$ cat config.mk
export PLATFORM = sky130hd
export DESIGN_NAME = wwge_cell_row
export DESIGN_NICKNAME = d
export VERILOG_FILES = /design/src/design/wwge_pkg.sv /design/src/design/wwge_cell.sv /design/src/design/wwge_cell_row.sv
export SDC_FILE = /design/constraint.sdc
export NUM_CORES = 1
export LEC_CHECK = 0
export BUFFER_PORTS_ARGS = -buffer_cell sky130_fd_sc_hd__buf_2
export CAP_MARGIN = 20
export CORE_ASPECT_RATIO = 1.1
export CORE_UTILIZATION = 40
export CTS_CLUSTER_DIAMETER = 120
export CTS_CLUSTER_SIZE = 8
export DETAILED_ROUTE_END_ITERATION = 6
export GPL_ROUTABILITY_DRIVEN = 1
export PLACE_DENSITY = 0.68
export SYNTH_ARGS = -nofsm -noshare
export SYNTH_HDL_FRONTEND = slang
export SYNTH_SLANG_ARGS = --single-unit
$ cat constraint.sdc
create_clock -name clk_i -period 8.1 [get_ports clk_i]
set_input_delay 0.81 -clock clk_i [delete_from_list [all_inputs] [get_ports clk_i]]
set_output_delay 0.81 -clock clk_i [all_outputs]
set_load 0.02 [all_outputs]
$ cat src/design/wwge_pkg.sv
package wwge_pkg;

  localparam int GRID_WIDTH  = 64;
  localparam int GRID_HEIGHT = 64;

  localparam int ROW_W  = $clog2(GRID_HEIGHT);
  localparam int COL_W  = $clog2(GRID_WIDTH);
  localparam int STEP_W = $clog2(GRID_HEIGHT + 1);

  typedef enum logic [1:0] {
    KIND_EMPTY     = 2'd0,
    KIND_CONDUCTOR = 2'd1,
    KIND_TAIL      = 2'd2,
    KIND_HEAD      = 2'd3
  } kind_e;

  typedef enum logic [1:0] {
    OP_WRITE   = 2'd0,
    OP_READ    = 2'd1,
    OP_ADVANCE = 2'd2
  } op_e;

  typedef enum logic [2:0] {
    ST_CLEAR,
    ST_IDLE,
    ST_GEN_PRE,
    ST_GEN,
    ST_ACC_RD,
    ST_ACC_DO,
    ST_RESULT
  } state_e;

  typedef logic [GRID_WIDTH-1:0][1:0] row_t;

  // head flags of one column across the three-row window
  typedef struct packed {
    logic up;
    logic mid;
    logic down;
  } heads_t;

  typedef struct packed {
    logic shift;
    logic clear;
  } cell_ctl_t;

endpackage

$ cat src/design/wwge_cell.sv
module wwge_cell
  import wwge_pkg::*;
(
  input  logic       clk_i,
  input  cell_ctl_t  ctl_i,
  input  logic [1:0] down_i,
  input  heads_t     left_i,
  input  heads_t     right_i,
  output heads_t     heads_o,
  output logic [1:0] next_o
);

  logic [1:0] up_q, up_d;
  logic [1:0] mid_q, mid_d;
  logic [3:0] cnt;

  assign heads_o.up   = (up_q == KIND_HEAD);
  assign heads_o.mid  = (mid_q == KIND_HEAD);
  assign heads_o.down = (down_i == KIND_HEAD);

  assign cnt = 4'(left_i.up) + 4'(left_i.mid) + 4'(left_i.down)
             + 4'(heads_o.up) + 4'(heads_o.down)
             + 4'(right_i.up) + 4'(right_i.mid) + 4'(right_i.down);

  always_comb begin
    case (mid_q)
      KIND_HEAD:      next_o = KIND_TAIL;
      KIND_TAIL:      next_o = KIND_CONDUCTOR;
      KIND_CONDUCTOR: next_o = (cnt == 4'd1 || cnt == 4'd2) ? KIND_HEAD : KIND_CONDUCTOR;
      default:        next_o = KIND_EMPTY;
    endcase
  end

  always_comb begin
    up_d  = up_q;
    mid_d = mid_q;
    if (ctl_i.clear) begin
      up_d  = KIND_EMPTY;
      mid_d = KIND_EMPTY;
    end else if (ctl_i.shift) begin
      up_d  = mid_q;
      mid_d = down_i;
    end
  end

  always_ff @(posedge clk_i) begin
    up_q  <= up_d;
    mid_q <= mid_d;
  end

endmodule

$ cat src/design/wwge_cell_row.sv
module wwge_cell_row
  import wwge_pkg::*;
(
  input  logic      clk_i,
  input  cell_ctl_t ctl_i,
  input  row_t      down_i,
  output row_t      next_o
);

  heads_t heads [GRID_WIDTH];

  for (genvar c = 0; c < GRID_WIDTH; c++) begin : g_col
    heads_t left, right;

    if (c == 0) begin : g_lo
      assign left = '0;
    end else begin : g_lm
      assign left = heads[c-1];
    end

    if (c == GRID_WIDTH - 1) begin : g_hi
      assign right = '0;
    end else begin : g_rm
      assign right = heads[c+1];
    end

    wwge_cell u_cell (
      .clk_i   (clk_i),
      .ctl_i   (ctl_i),
      .down_i  (down_i[c]),
      .left_i  (left),
      .right_i (right),
      .heads_o (heads[c]),
      .next_o  (next_o[c])
    );
  end

endmodule

[Yosys cells after proc, flatten, opt, wreduce, memory -nomap -nowiden]
Index checks and enable logic that the tools add are counted.
Word-level totals
  register bits: 256
  input port bits: 131
  output and inout port bits: 128
  word-level logic and storage cells: 1210
Operators by class
  add/subtract/negate cells: 442
  equal/unequal tests: 448
  multiplexer cells: 128
  reductions and logical operators: 64
Operators by type and width (count)
  adder 4 x 1 -> 4 bit: 378
  == test 2 bit (second input constant): 256
  case mux 2 bit (3 select lines): 64
  == test 4 x 1 -> 1 bit (second input constant): 64
  == test 4 x 2 -> 1 bit (second input constant): 64
  adder 1 x 1 -> 2 bit: 64
  == test 2 x 1 -> 1 bit (second input constant): 64
  2-to-1 mux 2 bit: 64
  logical OR 1 bit: 64

[Longest topological paths before layout]
  word-level depth: 12
  depth in mapped cells: 13

[Cells and area by module]
From an unflattened synthesis, not the netlist that was laid out.
Second synthesis, totals
  cells, all modules: 2878
  area total of the unflattened synthesis: 25379.3 µm²
By module, submodules not included
  wwge_cell (g_col[0].u_cell ...): instances 63, cells each 45, area each 396.6 µm², seq. area each 80.1 µm²
  wwge_cell (g_col[8].u_cell): instances 1, cells each 42, area each 387.9 µm², seq. area each 80.1 µm²
  wwge_cell_row: instances 1, cells each 1, area each 3.8 µm², seq. area each 0.0 µm²

[Worst setup path before layout]
Ideal clock, no wire load.
  kind: input-to-output
  from: input down_i[23] (netlist bit)
  to: output next_o[21] (netlist bit)
  data arrival time: 3519 ps
  slack: 3771 ps
  cell stages on the path: 8
  path buffers: 0
  path through: nand2_1 -> fa_1 -> fa_1 -> fa_1 -> fa_1 -> xor2_1 -> a31oi_1 -> nor3_1
RTL lines
  start, declared: RTL line wwge_cell_row.sv:6  | input row_t down_i,
  end, declared: RTL line wwge_cell_row.sv:7  | output row_t next_o

==> results_dict.tcl <==
set metrics [dict create \
    p_int_mw 2.49 \
    worst_pin_slew_ns 0.970 \
    track_usage_pct 16.8 \
    crit_required_ns 7.29 \
    drive_gt1_share_pct 10.3 \
    overflow 0 \
    syn_nets 3479 \
    place.gp.congestion 0.842 \
    avgRoutedWirePerCell_microns 13.5 \
    row_count 95 \
    first_global_vias 18000 \
    die_area_sq_um 62900 \
    grt_pass1_wl_microns 85800 \
    start_util_pct 40.5 \
    sw_frac_of_total_pct 30.3 \
    die_h_microns 263 \
    start_kind "flop" \
    cp_data_arrival_time_ns 4.22 \
    run_status "finished, final reports clean" \
    p_sw_mw 1.08 \
    hp-class "reg -> reg" \
    synth_cells 2714 \
    coreArea_sq_um 61100 \
    synthesis.area_sq_um 24800 \
    drv_cap 0 \
    clock-root-buffer "clkbuf_16" \
    powerDensity_nw_per_um2 130 \
    fin_ws_ns 3.07 \
    clock_sinks 256 \
    setup_viol 0 \
    seqPwrFrac_pct 38.6 \
    finalHoldViolations 0 \
    drt_wl_total_microns 51000 \
    drc_errors 0 \
    pin_count 259 \
    grt_start_max_net_pins 128 \
    setup.worst_path.class "reg -> out" \
    htreeDepth 2 \
    period_minus_slack_ns 5.03 \
    finalSetupTns_ns 0 \
    layoutNonFillerInstCount 3786 \
    ctsLongestPathBuffers 3 \
    grt_use_met2_pct 30.3 \
    ys_types 25 \
    clk_latency_ns 0.55 \
    dp.cells 3743 \
    place_ws_ns 3.54 \
    leakagePower_nw 14.5 \
    clock_skew_ns 0.0231 \
    ys_ff_latch 256 \
    synth.avg_cell_area_sq_um 9.12 \
    holdPathStages 2 \
    holdBufCountCts 0 \
    drt_iter0_markers 475 \
    p_comb_share_pct 21.4 \
    grt-busiest-layer "met2" \
    ant_nets 0 \
    cts.clk_slew.worst_paths_ns 0.05 \
    rr_worst_depth 2 \
    rsz0062_at_grt "no" \
    antenna_found_initial 6 \
    postCtsSetupRepairBufs 0 \
    syn_to_final_growth_pct 10.9 \
    fin_nets 3723 \
    die_width_microns 239 \
    drt_first_pass_iters 4 \
    via_per_inst 4.59 \
    met1_usage_pct 19.8 \
    seq_area_frac_synth_pct 20.7 \
    dp_hpwl_microns 40900 \
    cts_buffers 37 \
    numPortBuffers 258 \
    p_clk_share_pct 40.0 \
    path_max_fanout 5 \
    critPathCaptureType "output port" \
    ys.warnings.count 0 \
    route.vias.total 17400 \
    worst_hold_slack_ns 0.484 \
    grt_util_met3_pct 3.28 \
    vdd.ir_drop.worst_v 0.000143 \
    cts_resized 0 \
    fin_crit_sh_pct 62.1 \
    maxSlewViolCount 0 \
    relSlewSlack_pct 35.3 \
    tritoncts "yes" \
    timing.fmax_ghz 0.199 \
]
==> critical path, cell delays in order (launching register included) <==
cell,delay [ns]
dfxtp_1,0.41
ha_1,0.26
ha_1,0.25
inv_1,0.07
fa_1,0.44
fa_1,0.49
inv_1,0.05
fa_1,0.39
inv_1,0.09
fa_1,0.42
xnor2_1,0.21
a31oi_1,0.11
nor3_1,0.25
buf_2,0.23
==> power by group through the flow <==
stage	sequential (mW)	clock, mW	combinational, mW
final	1.38	1.43	0.764
after CTS	1.38	1.50	0.780
after global placement	1.41	0	0.760
after global routing	1.39	1.54	0.872
after detailed placement	1.41	0	0.772
after floorplan	1.39	0	0.609
==> synthesized netlist by cell type, drive strengths merged <==
| master | count | area [sq um] |
|---|---|---|
| a211o | 6 | 52.6 |
| a21oi | 4 | 31.3 |
| a311oi | 59 | 517 |
| a31oi | 60 | 375 |
| and2 | 2 | 12.5 |
| buf | 41 | 614 |
| clkbuf | 16 | 60.1 |
| dfxtp | 256 | 5120 |
| fa | 252 | 5040 |
| ha | 382 | 4780 |
| inv | 752 | 2820 |
| mux2i | 256 | 2560 |
| nand2 | 243 | 912 |
| nand2b | 1 | 6.26 |
| nand3 | 1 | 5.00 |
| nor2 | 257 | 965 |
| nor3 | 59 | 295 |
| o21ai | 3 | 15.0 |
| xnor2 | 60 | 526 |
| xor2 | 4 | 35.0 |
==> per-layer routing <==
| layer | vias up | share of wire, % |
|---|---|---|
| met4 | 4 | 2.6 |
| li1 | 8792 | - |
| met3 | 84 | 4.2 |
| met2 | 234 | 50 |
| met5 | - | 0.053 |
| met1 | 8279 | 43 |
==> cell usage in the layout, fill, tap and decap left out, drive strengths merged, types with 4 or more instances in the layout <==
cell and n:
dfxtp 256, a311oi 59, buf 261, a21oi 4, nor3 59, inv 753
fa 252, nand2 243, mux2i 256, a31oi 60, clkbuf 40, a211o 6
xor2 4, nor2 257, xnor2 60, ha 382
==> sequential cells by signal (all words and copies together) (netlist names) <==
name and cells:
g_col.u_cell.mid_q 128, g_col.u_cell.up_q 128
==> layout make-up <==
cell class,count,area (sq um)
sequential,256,5120
clock buffer,39,976
multi-input combinational,1649,16100
clock inverter,1,8.76
tap,824,1030
timing repair buffer,262,1350
antenna,3,7.51
fill,6017,33600
inverter,752,2820
==> worst paths after layout <==
check	start	to	slack, ns
min reg2reg	g_col[0].u_cell.up_q[1]$_SDFFE_PP0P_	g_col[0].u_cell.up_q[1]$_SDFFE_PP0P_	0.48
min	g_col[0].u_cell.up_q[1]$_SDFFE_PP0P_	g_col[0].u_cell.up_q[1]$_SDFFE_PP0P_	0.48
max reg2reg	g_col[7].u_cell.mid_q[0]$_SDFFE_PP0P_	g_col[7].u_cell.up_q[0]$_SDFFE_PP0P_	7.36
max	g_col[22].u_cell.mid_q[0]$_SDFFE_PP0P_	next_o[47]	3.07
==> cell families after synthesis <==
logic type	Yosys count	share of synthesized area (%)
buffers and inverters	809	14.1
adders and majority gates	634	39.7
and+or+nand+nor	563	8.87
muxes	256	10.4
DFF	256	20.7
AOI/OAI and AO/OA	132	4.00
xor gates and xnor gates	64	2.26
==> metrics by stage <==
| step | total power, mW | utilization (%) | cell area (sq um) |
|---|---|---|---|
| after detailed placement | 2.18 | 43.3 | 26500 |
| final | 3.57 | 44.9 | 27500 |
| after global placement | 2.17 | 43.3 | 26500 |
| after floorplan | 2.00 | - | 24800 |
| after CTS | 3.66 | 44.9 | 27500 |
| after global routing | 3.81 | 44.9 | 27500 |
Power figures use the tool's default switching activity.
